==> config.mk <==
export PLATFORM = sky130hd
export DESIGN_NAME = frame_decoder_crc16_check_unit
export DESIGN_NICKNAME = d
export VERILOG_FILES = /design/src/rtl/fdcc_pkg.sv /design/src/rtl/frame_decoder_crc16_check_unit.sv
export SDC_FILE = /design/constraint.sdc
export NUM_CORES = 1
export LEC_CHECK = 0
export ABC_CLOCK_PERIOD_IN_PS = 5600
export BUFFER_PORTS_ARGS = -buffer_cell sky130_fd_sc_hd__buf_2
export CAP_MARGIN = 0
export CORE_ASPECT_RATIO = 0.75
export CORE_MARGIN = 5
export CORE_UTILIZATION = 54
export CTS_BUF_LIST = sky130_fd_sc_hd__clkbuf_8
export DETAILED_ROUTE_END_ITERATION = 8
export PLACE_DENSITY = 0.71
export RECOVER_POWER = 100
export SYNTH_ARGS = -nofsm -noshare
export SYNTH_HDL_FRONTEND = slang
export SYNTH_SLANG_ARGS = --single-unit
==> constraint.sdc <==
create_clock -name clk_i -period 5.6 [get_ports clk_i]
set_clock_uncertainty 0.05 [all_clocks]
set_input_delay 0 -clock clk_i [delete_from_list [all_inputs] [get_ports clk_i]]
set_output_delay 0 -clock clk_i [all_outputs]
set_load 0.01 [all_outputs]
==> src/rtl/fdcc_pkg.sv <==
// Package with constants, codes and the CRC byte update for the frame decoder.
`timescale 1ns / 1ps
`default_nettype none

package fdcc_pkg;

  localparam logic [15:0] CrcInit   = 16'hFFFF;
  localparam logic [15:0] CrcPoly   = 16'h1021;
  localparam int unsigned HeaderLen = 8;
  localparam int unsigned MinFrame  = 10;
  localparam int unsigned NumHdr    = 5;
  localparam int unsigned CountW    = 17;
  localparam logic [CountW-1:0] CountMax = {CountW{1'b1}};

  typedef enum logic [2:0] {
    StatOk        = 3'd0,
    StatShort     = 3'd1,
    StatPreamble  = 3'd2,
    StatOversize  = 3'd3,
    StatCount     = 3'd4,
    StatCrc       = 3'd5
  } status_e;

  typedef enum logic {
    RegPreamble   = 1'b0,
    RegMaxPayload = 1'b1
  } cfg_reg_e;

  typedef enum logic {
    KindPayload = 1'b0,
    KindStatus  = 1'b1
  } kind_e;

  // CRC-16/CCITT-FALSE, one byte, MSB first
  function automatic logic [15:0] crc_byte(logic [15:0] crc, logic [7:0] b);
    logic [15:0] c;
    c = crc ^ {b, 8'h00};
    for (int i = 0; i < 8; i++) begin
      c = c[15] ? ({c[14:0], 1'b0} ^ CrcPoly) : {c[14:0], 1'b0};
    end
    return c;
  endfunction

endpackage

`default_nettype wire

==> src/rtl/frame_decoder_crc16_check_unit.sv <==
// Byte-serial frame decoder with header capture and CRC-16 check.
// Results are registered; the output register frees in the cycle it is taken.
// Throughput: one byte per cycle, stalled while a held result waits on out_ready_i.
// The CRC byte update (eight unrolled shift steps) and the end-of-frame checks set the path.
// Reset: asynchronous, active low; clears frame state, output valid and the registers
// to preamble 0xAA and max payload 256.
`timescale 1ns / 1ps
`default_nettype none

module frame_decoder_crc16_check_unit (
  input  wire logic        clk_i,
  input  wire logic        rst_ni,
  // configuration
  input  wire logic        cfg_we_i,
  input  wire logic        cfg_idx_i,
  input  wire logic [15:0] cfg_data_i,
  // input bytes
  input  wire logic        in_valid_i,
  output logic             in_ready_o,
  input  wire logic [7:0]  data_byte_i,
  input  wire logic        end_of_frame_i,
  // results
  output logic             out_valid_o,
  input  wire logic        out_ready_i,
  output logic             kind_o,
  output logic [7:0]       payload_byte_o,
  output logic [15:0]      payload_index_o,
  output logic [2:0]       status_o,
  output logic [7:0]       version_byte_o,
  output logic [7:0]       hdr_type_o,
  output logic [7:0]       source_id_o,
  output logic [7:0]       dest_id_o,
  output logic [7:0]       flag_bits_o,
  output logic [15:0]      hdr_length_o,
  output logic [15:0]      frame_crc_o
);

  localparam int unsigned CW = fdcc_pkg::CountW;

  // configuration registers
  logic [7:0]  preamble_q;
  logic [15:0] max_payload_q;

  always_ff @(posedge clk_i or negedge rst_ni) begin
    if (!rst_ni) begin
      preamble_q    <= 8'hAA;
      max_payload_q <= 16'd256;
    end else if (cfg_we_i) begin
      unique case (fdcc_pkg::cfg_reg_e'(cfg_idx_i))
        fdcc_pkg::RegPreamble:   preamble_q    <= cfg_data_i[7:0];
        fdcc_pkg::RegMaxPayload: max_payload_q <= cfg_data_i;
        default: ;
      endcase
    end
  end

  // frame state
  logic [CW-1:0] count_q, count_d;
  logic [15:0]   crc_q, crc_d;
  logic [7:0]    first_q, first_d;
  logic [7:0]    hdr_q [fdcc_pkg::NumHdr];
  logic [7:0]    hdr_d [fdcc_pkg::NumHdr];
  logic [15:0]   len_q, len_d;
  logic [15:0]   rcrc_q, rcrc_d;

  // output register
  logic          out_valid_q, out_valid_d;
  logic          kind_q, kind_d;
  logic [7:0]    pbyte_q, pbyte_d;
  logic [15:0]   pidx_q, pidx_d;
  logic [2:0]    stat_q, stat_d;
  logic [7:0]    ohdr_q [fdcc_pkg::NumHdr];
  logic [7:0]    ohdr_d [fdcc_pkg::NumHdr];
  logic [15:0]   olen_q, olen_d;
  logic [15:0]   ocrc_q, ocrc_d;

  logic          accept;
  logic [CW-1:0] crc_end;
  logic          in_crc;
  logic          in_payload;
  logic [CW-1:0] n_cnt;
  logic [CW-1:0] exp_cnt;
  logic [15:0]   crc_upd;
  fdcc_pkg::status_e stat;

  assign in_ready_o = !out_valid_q || out_ready_i;
  assign accept     = in_valid_i && in_ready_o;

  always_comb begin
    first_d = (count_q == '0) ? data_byte_i : first_q;
    for (int i = 0; i < fdcc_pkg::NumHdr; i++) begin
      hdr_d[i] = (count_q == CW'(i + 1)) ? data_byte_i : hdr_q[i];
    end
    if (count_q == CW'(6)) begin
      len_d = {data_byte_i, 8'h00};
    end else if (count_q == CW'(7)) begin
      len_d = {len_q[15:8], data_byte_i};
    end else begin
      len_d = len_q;
    end

    crc_end    = {1'b0, len_d} + CW'(fdcc_pkg::HeaderLen);
    in_crc     = (count_q < CW'(fdcc_pkg::HeaderLen)) || (count_q < crc_end);
    in_payload = (count_q >= CW'(fdcc_pkg::HeaderLen)) && (count_q < crc_end);
    crc_upd    = fdcc_pkg::crc_byte(crc_q, data_byte_i);
    crc_d      = in_crc ? crc_upd : crc_q;
    rcrc_d     = {rcrc_q[7:0], data_byte_i};
    n_cnt      = (count_q != fdcc_pkg::CountMax) ? count_q + CW'(1) : count_q;
    count_d    = n_cnt;

    exp_cnt = {1'b0, len_d} + CW'(fdcc_pkg::MinFrame);
    priority if (n_cnt < CW'(fdcc_pkg::MinFrame)) begin
      stat = fdcc_pkg::StatShort;
    end else if (first_d != preamble_q) begin
      stat = fdcc_pkg::StatPreamble;
    end else if (len_d > max_payload_q) begin
      stat = fdcc_pkg::StatOversize;
    end else if (n_cnt != exp_cnt) begin
      stat = fdcc_pkg::StatCount;
    end else if (crc_d != rcrc_d) begin
      stat = fdcc_pkg::StatCrc;
    end else begin
      stat = fdcc_pkg::StatOk;
    end

    // result for this request
    kind_d  = fdcc_pkg::KindPayload;
    pbyte_d = '0;
    pidx_d  = '0;
    stat_d  = fdcc_pkg::StatOk;
    for (int i = 0; i < fdcc_pkg::NumHdr; i++) begin
      ohdr_d[i] = '0;
    end
    olen_d = '0;
    ocrc_d = '0;
    out_valid_d = out_valid_q && !out_ready_i;
    if (accept) begin
      if (end_of_frame_i) begin
        out_valid_d = 1'b1;
        kind_d      = fdcc_pkg::KindStatus;
        stat_d      = stat;
        for (int i = 0; i < fdcc_pkg::NumHdr; i++) begin
          ohdr_d[i] = hdr_d[i];
        end
        olen_d = len_d;
        ocrc_d = rcrc_d;
      end else if (in_payload) begin
        out_valid_d = 1'b1;
        pbyte_d     = data_byte_i;
        pidx_d      = 16'(count_q - CW'(fdcc_pkg::HeaderLen));
      end
    end
  end

  always_ff @(posedge clk_i or negedge rst_ni) begin
    if (!rst_ni) begin
      count_q <= '0;
      crc_q   <= fdcc_pkg::CrcInit;
      first_q <= '0;
      for (int i = 0; i < fdcc_pkg::NumHdr; i++) begin
        hdr_q[i] <= '0;
      end
      len_q  <= '0;
      rcrc_q <= '0;
    end else if (accept) begin
      if (end_of_frame_i) begin
        count_q <= '0;
        crc_q   <= fdcc_pkg::CrcInit;
        first_q <= '0;
        for (int i = 0; i < fdcc_pkg::NumHdr; i++) begin
          hdr_q[i] <= '0;
        end
        len_q  <= '0;
        rcrc_q <= '0;
      end else begin
        count_q <= count_d;
        crc_q   <= crc_d;
        first_q <= first_d;
        for (int i = 0; i < fdcc_pkg::NumHdr; i++) begin
          hdr_q[i] <= hdr_d[i];
        end
        len_q  <= len_d;
        rcrc_q <= rcrc_d;
      end
    end
  end

  always_ff @(posedge clk_i or negedge rst_ni) begin
    if (!rst_ni) begin
      out_valid_q <= 1'b0;
    end else begin
      out_valid_q <= out_valid_d;
    end
  end

  always_ff @(posedge clk_i) begin
    if (accept) begin
      kind_q  <= kind_d;
      pbyte_q <= pbyte_d;
      pidx_q  <= pidx_d;
      stat_q  <= stat_d;
      for (int i = 0; i < fdcc_pkg::NumHdr; i++) begin
        ohdr_q[i] <= ohdr_d[i];
      end
      olen_q <= olen_d;
      ocrc_q <= ocrc_d;
    end
  end

  assign out_valid_o     = out_valid_q;
  assign kind_o          = kind_q;
  assign payload_byte_o  = pbyte_q;
  assign payload_index_o = pidx_q;
  assign status_o        = stat_q;
  assign version_byte_o  = ohdr_q[0];
  assign hdr_type_o      = ohdr_q[1];
  assign source_id_o     = ohdr_q[2];
  assign dest_id_o       = ohdr_q[3];
  assign flag_bits_o     = ohdr_q[4];
  assign hdr_length_o    = olen_q;
  assign frame_crc_o     = ocrc_q;

endmodule

`default_nettype wire
# --- Word-level counts from Yosys, hierarchy flattened ---
# Memory sizes are Yosys's and may differ from the RTL's.
# Index checks and enable logic that the tools add are counted.
op_classes:
  addsub: 4
  n_lt_le_gt_ge: 5
  eq_ne: 11
  n_mux: 37
  n_bitwise: 12
  reduce_logical: 13
op_table:
  columns: ["operator", "count"]
  rows:
  - ["two-way mux 40 bit", 3]
  - ["two-way mux 13 bit", 8]
  - ["two-way mux 8 bit", 9]
  - ["equality test 17 x 3 -> 1 bit, second input constant", 4]
  - ["two-way mux 16 bit", 4]
  - ["adder 16 x 4 -> 17 bit, second input constant", 2]
  - ["equality test 17 x 2 -> 1 bit, second input constant", 2]
  - ["< comparator 17 x 4 -> 1 bit, second input constant", 2]
  - ["two-way mux 17 bit", 2]
  - ["inverter 3 bit", 8]
  - ["adder 17 x 1 -> 17 bit, second input constant", 1]
  - ["equality test 17 x 1 -> 1 bit, second input constant", 1]
  - [">= comparator 17 x 4 -> 1 bit, second input constant", 1]
  - ["logical NOT 17 bit", 1]
  - ["< comparator 17 bit", 1]
  - ["!= test 17 bit", 1]
  - ["!= test 17 bit, second input constant", 1]
  - ["> comparator 16 bit", 1]
  - ["!= test 16 bit", 1]
  - ["subtractor 16 x 4 -> 16 bit, second input constant", 1]
  - ["bitwise XOR 16 bit", 1]
  - ["!= test 8 bit", 1]
  - ["two-way mux 1 bit", 7]
  - ["two-way mux 3 bit", 2]
  - ["8 further kinds", 17]
word_totals:
  ff_bits: 190
  mem_bits_rw: 40
  output_inout_bits: 102
  elab_cells: 104
  n_memories: 1
memory_table:
  columns: ["memory", "depth", "word_bits", "rd", "rd_clocked_by_memory_dff", "wr", "line", "rtl"]
  rows:
  - ["ohdr_q", 5, 8, 5, 0, 5, "frame_decoder_crc16_check_unit.sv:72", "logic [7:0] ohdr_q [fdcc_pkg::NumHdr];"]

# --- Logic depth before layout (Yosys ltp) ---
depth:
  ltp_word: 24
  ltp_mapped: 23
  ltp_nobuf: 21

# --- Worst setup path before layout ---
# No wires, ideal clock.
synth_timing:
  path_type: "register to register"
  from: "register count_q[4]"
  to: "register stat_q[2] (netlist: status_o[2]) (data pin)"
  t_arrival_ps: 4610
  required_time_ps: 5278
  slack_ps: 667
  path_stages_with_launch: 22
  period_less_slack_ps: 4933
  cell_sequence: "dfrtp_1 buf_6 or4b_2 nor4_4 a32oi_1 o21a_1 inv_1 ha_1 nand4_1 nor3_1 xnor2_1 ha_1 nand2_1 nor2_1 a211oi_1 o21ai_0 nor2_1 a21o_1 mux2_2 a211o_1 a211oi_2 a211oi_1"
synth_via:
  elab_chain_cells: 10
  word_cells_on_any_way: 23
  classes_between: "add/sub: 3; order compare: 4; eq/ne: 6; mux: 7; reduce/logical: 3"
synth_lines:
  columns: ["item", "line", "rtl"]
  rows:
  - ["from (decl)", "frame_decoder_crc16_check_unit.sv:58", "logic [CW-1:0] count_q, count_d;"]
  - ["from (signal assigned)", "frame_decoder_crc16_check_unit.sv:176", "count_q <= count_d;"]
  - ["equality test 17 x 3 -> 1 bit", "frame_decoder_crc16_check_unit.sv:96", "end else if (count_q == CW'(7)) begin"]
  - ["two-way mux 8 bit", "frame_decoder_crc16_check_unit.sv:96", null]
  - ["two-way mux 16 bit (*)", "frame_decoder_crc16_check_unit.sv:94", "if (count_q == CW'(6)) begin"]
  - ["named net len_d[3]", "frame_decoder_crc16_check_unit.sv:63", "logic [15:0] len_q, len_d;"]
  - ["adder 16 x 4 -> 17 bit", "frame_decoder_crc16_check_unit.sv:102", "crc_end = {1'b0, len_d} + CW'(fdcc_pkg::HeaderLen);"]
  - ["< comparator 17 bit", "frame_decoder_crc16_check_unit.sv:103", "in_crc = (count_q < CW'(fdcc_pkg::HeaderLen)) || (count_q < crc_end);"]
  - ["logical OR 1 bit", "frame_decoder_crc16_check_unit.sv:103", null]
  - ["two-way mux 16 bit", "frame_decoder_crc16_check_unit.sv:106", "crc_d = in_crc ? crc_upd : crc_q;"]
  - ["!= test 16 bit", "frame_decoder_crc16_check_unit.sv:120", "end else if (crc_d != rcrc_d) begin"]
  - ["two-way mux 3 bit", "frame_decoder_crc16_check_unit.sv:120", null]
  - ["two-way mux 3 bit", "frame_decoder_crc16_check_unit.sv:118", "end else if (n_cnt != exp_cnt) begin"]
  - ["to (signal assigned)", "frame_decoder_crc16_check_unit.sv:201", "stat_q <= stat_d;"]
  - ["to (decl)", "frame_decoder_crc16_check_unit.sv:71", "logic [2:0] stat_q, stat_d;"]
# The timed path passes the listed nets; every way through them passes the cells marked *.
# A chain may end at the register's enable or synchronous reset.

# --- Worst setup path in the final report ---
# Ends and elaborated chain as after synthesis.

==> results.ini <==
[run_status]
outcome = finished, violations left
failed_checks = max-capacitance violations, max-slew violations

[clock_network]
clockBufferDepth = 3
cts_sinks = 230
cts_buffers = 38
root_buffer = clkbuf_8
path_clk_slew_ps = 70
cts_tree = yes
htree_levels = 2
clk_latency_ps = 550

[pwr]
intPower_mw = 3.864
netSwitchingPower_mw = 2.252
seqPwrFrac_pct = 40.3
p_comb_share_pct = 34.9
clkPwrFrac_pct = 24.8
totalPowerFinal_mw = 6.115
peakVddDrop_v = 0.0001988
swShare_pct = 36.82
power_per_cell_area_nw_per_um2 = 406.0
p_leak_nw = 6.230

[die]
floorplan.die_area_um2 = 27440
die_y_um = 144.7
start_util_pct = 54.65
num_rows = 49
die_w_um = 189.6
io_pins = 133
core-area_um2 = 23910

[placement]
dp_hpwl_um = 26630
dpl.cell_count = 1764
dpl_cell_area_um2 = 14120
dp_slack_ps = 269.7
numPortBuffers = 132
place.gp.congestion = 0.9909

[grt]
antenna_found_initial = 1
grt_usage_pct = 27.71
grt_max_degree = 77
grt_pass1_wl_um = 60170
busiest_layer = met1
grt_use_met3_pct = 6.715
met1_usage_pct = 42.10
met2_usage_pct = 40.48
grt_pass1_vias = 10500
grt-ovfl-total = 0

[finish]
fin_cells = 1865
num-fill-cells = 2038
insertedDiodeCount = 0
drive_gt1_share_pct = 12.89
final_cell_area_um2 = 15060
finalNetCount = 1599
syn2layout_area_growth_pct = 15.26

[yosys]
syn_nets = 1436
syn_avg_cell_area_um2 = 9.565
synth_top_area_share_pct = 22.98
yosysWarnings = 0
ys_seq_area_share_pct = 48.08
synth_area_leaders = edfxtp_1 (23%), dfrtp_1 (21%), nand2_1 (6.3%), o21ai_0 (4.4%), xnor2_1 (4.3%)
synth-seq-cells = 230
synthesis.area_um2 = 13070
synthCells = 1366
synth_edf_count = 100
synthMostInstantiatedCell = nand2_1
yosysUniqueCellTypes = 81
ys.flop_type = dfrtp_1
synth_common_cells = nand2_1 (220), o21ai_0 (116), dfrtp_1 (109), edfxtp_1 (100), a21oi_1 (95)
async_flop_share_pct = 56.52
yosysTopAreaCell = edfxtp_1

[detailed_routing]
drt-wirelength-per-cell_um = 20.60
drc_errors = 0
drtPass1Iterations = 5
wl_um = 38420
drtAntennaViolNets = 0
vias_per_cell = 5.946
drtIter0Drc = 1033
vias = 11090

[sta]
min_period_over_period_pct = 94.68
finalHoldViolCount = 0
rsz0062_at_grt = no
setup_ws_ps = 297.8
fin_setup_tns_ps = 0
fmax_mhz = 188.6
post-route-min-period_ps = 5302
slew_headroom_pct = -186.7
setup_viol = 0
worst-slew-pin-transition_ps = 4301
final_max_slew_viol_count = 201

[flow_run]
cap_viol_max_count = 4

[setup_path]
end_kind = register
worstSetupStartpointType = register
arrival_ps = 5520
path_max_fanout = 13
worstPathRequired_ps = 5820
critical_path_class = register to register
rrSetupSlack_ps = 300

[hold_path]
hp-class = input pin to register

==> flip-flops by register name, summed over array words and instances, names as in the netlist, 3 cells and up <==
name and cells:
hdr_q 40, ohdr_q 40, payload_byte_o 8, rcrc_q 8, max_payload_q 16, frame_crc_o 16, count_q 17, crc_q 16
len_q 16, hdr_length_o 16, payload_index_o 16, preamble_q 8, status_o 3, first_q 8
==> cell type report <==
type / instances / area (um^2) / share of cell area, %
repair buffers: 214 / 1197 / 7.950
clock buffers: 41 / 564.3 / 3.747
clock inverters: 29 / 206.4 / 1.371
multi-input cells: 997 / 6246 / 41.47
flip-flops and latches: 230 / 6282 / 41.71
inverters: 48 / 181.4 / 1.205
well taps: 306 / 382.9 / 2.542
==> cell usage in the layout (no fill, tap or decap), drive strengths merged, types with 28 or more instances in the layout <==
cell type / n
nand2: 220
clkbuf: 153
o21ai: 117
dfrtp: 109
edfxtp: 100
a21oi: 96
nor2: 78
buf: 72
inv: 66
xnor2: 64
xor2: 42
a21boi: 41
ha: 39
dlygate4sd3: 30
nand4: 28
nand3: 28
==> power by group through the flow <==
stage          clock [mW]  sequential [mW]  combinational [mW]
6_report             1.52             2.47                2.13
5_1_grt              1.62             2.50                2.35
4_1_cts              1.54             2.45                2.12
3_5_place_dp            0             2.48                2.09
3_3_place_gp            0             2.46                2.04
2_1_floorplan           0             2.44                1.48
==> what timing repair did <==
action | in CTS | in global routing
setup buffers | 0 | 1
endpoints found under the setup margin | 0 | 7
hold buffers | 30 | 0
resized for setup | 0 | 5
endpoints found under the hold margin | 125 | 0
==> worst paths after layout <==
kind	from	end	cells past startpoint
max	count_q[4]	status_o[2]	21
min reg2reg	hdr_q[30]	hdr_q[30]	2
min	cfg_we_i	preamble_q[0]	3
max reg2reg	count_q[4]	status_o[2]	21
min in group asynchronous	rst_ni	max_payload_q[10]	2
max in group asynchronous	rst_ni	count_q[0]	3
==> cells by family (layout without fill, tap and decap cells) <==
kind of cell | count (synthesis) | after routing | synth area share [%]
AND/OR/NAND/NOR | 484 | 484 | 17.82
multiplexers | 51 | 51 | 4.146
buffers and inverters | 139 | 332 | 4.376
adder cells (fa/ha/maj) | 40 | 40 | 3.811
XOR/XNOR | 106 | 106 | 7.105
flip-flops | 230 | 230 | 48.08
AO/OA/AOI/OAI | 316 | 316 | 14.66
==> layer usage <==
layer / wire length [um] / up-vias / part of all wire, %
met5: 0 / - / 0
li1: - / 5124 / -
met1: 17650 / 5380 / 46
met2: 16270 / 524 / 42
met3: 3844 / 62 / 10
met4: 645 / 0 / 1.7
==> worst max-delay path, stage by stage (launching register included) <==
cell	delay [ps]
dfrtp_1	370
or4b_2	750
nor4_4	370
a32oi_1	170
o21a_1	140
inv_1	80
ha_2	250
nand4_1	210
nor3_1	230
xnor2_1	180
ha_1	280
nand2_1	70
nor2_1	40
a211oi_1	190
o21ai_0	120
nor2_2	190
a21o_1	200
buf_4	220
mux2i_1	90
a211o_1	350
a211oi_4	340
a211oi_1	120
==> through the flow <==
stage	utilization (%)	hold WS, ps
global placement	59.05	175.5
global route	62.99	41.36
detailed placement	59.05	181.4
finish	62.99	30.78
floorplan	-	-345.6
CTS	63.53	17.95
(Power assumes the default switching activity.)
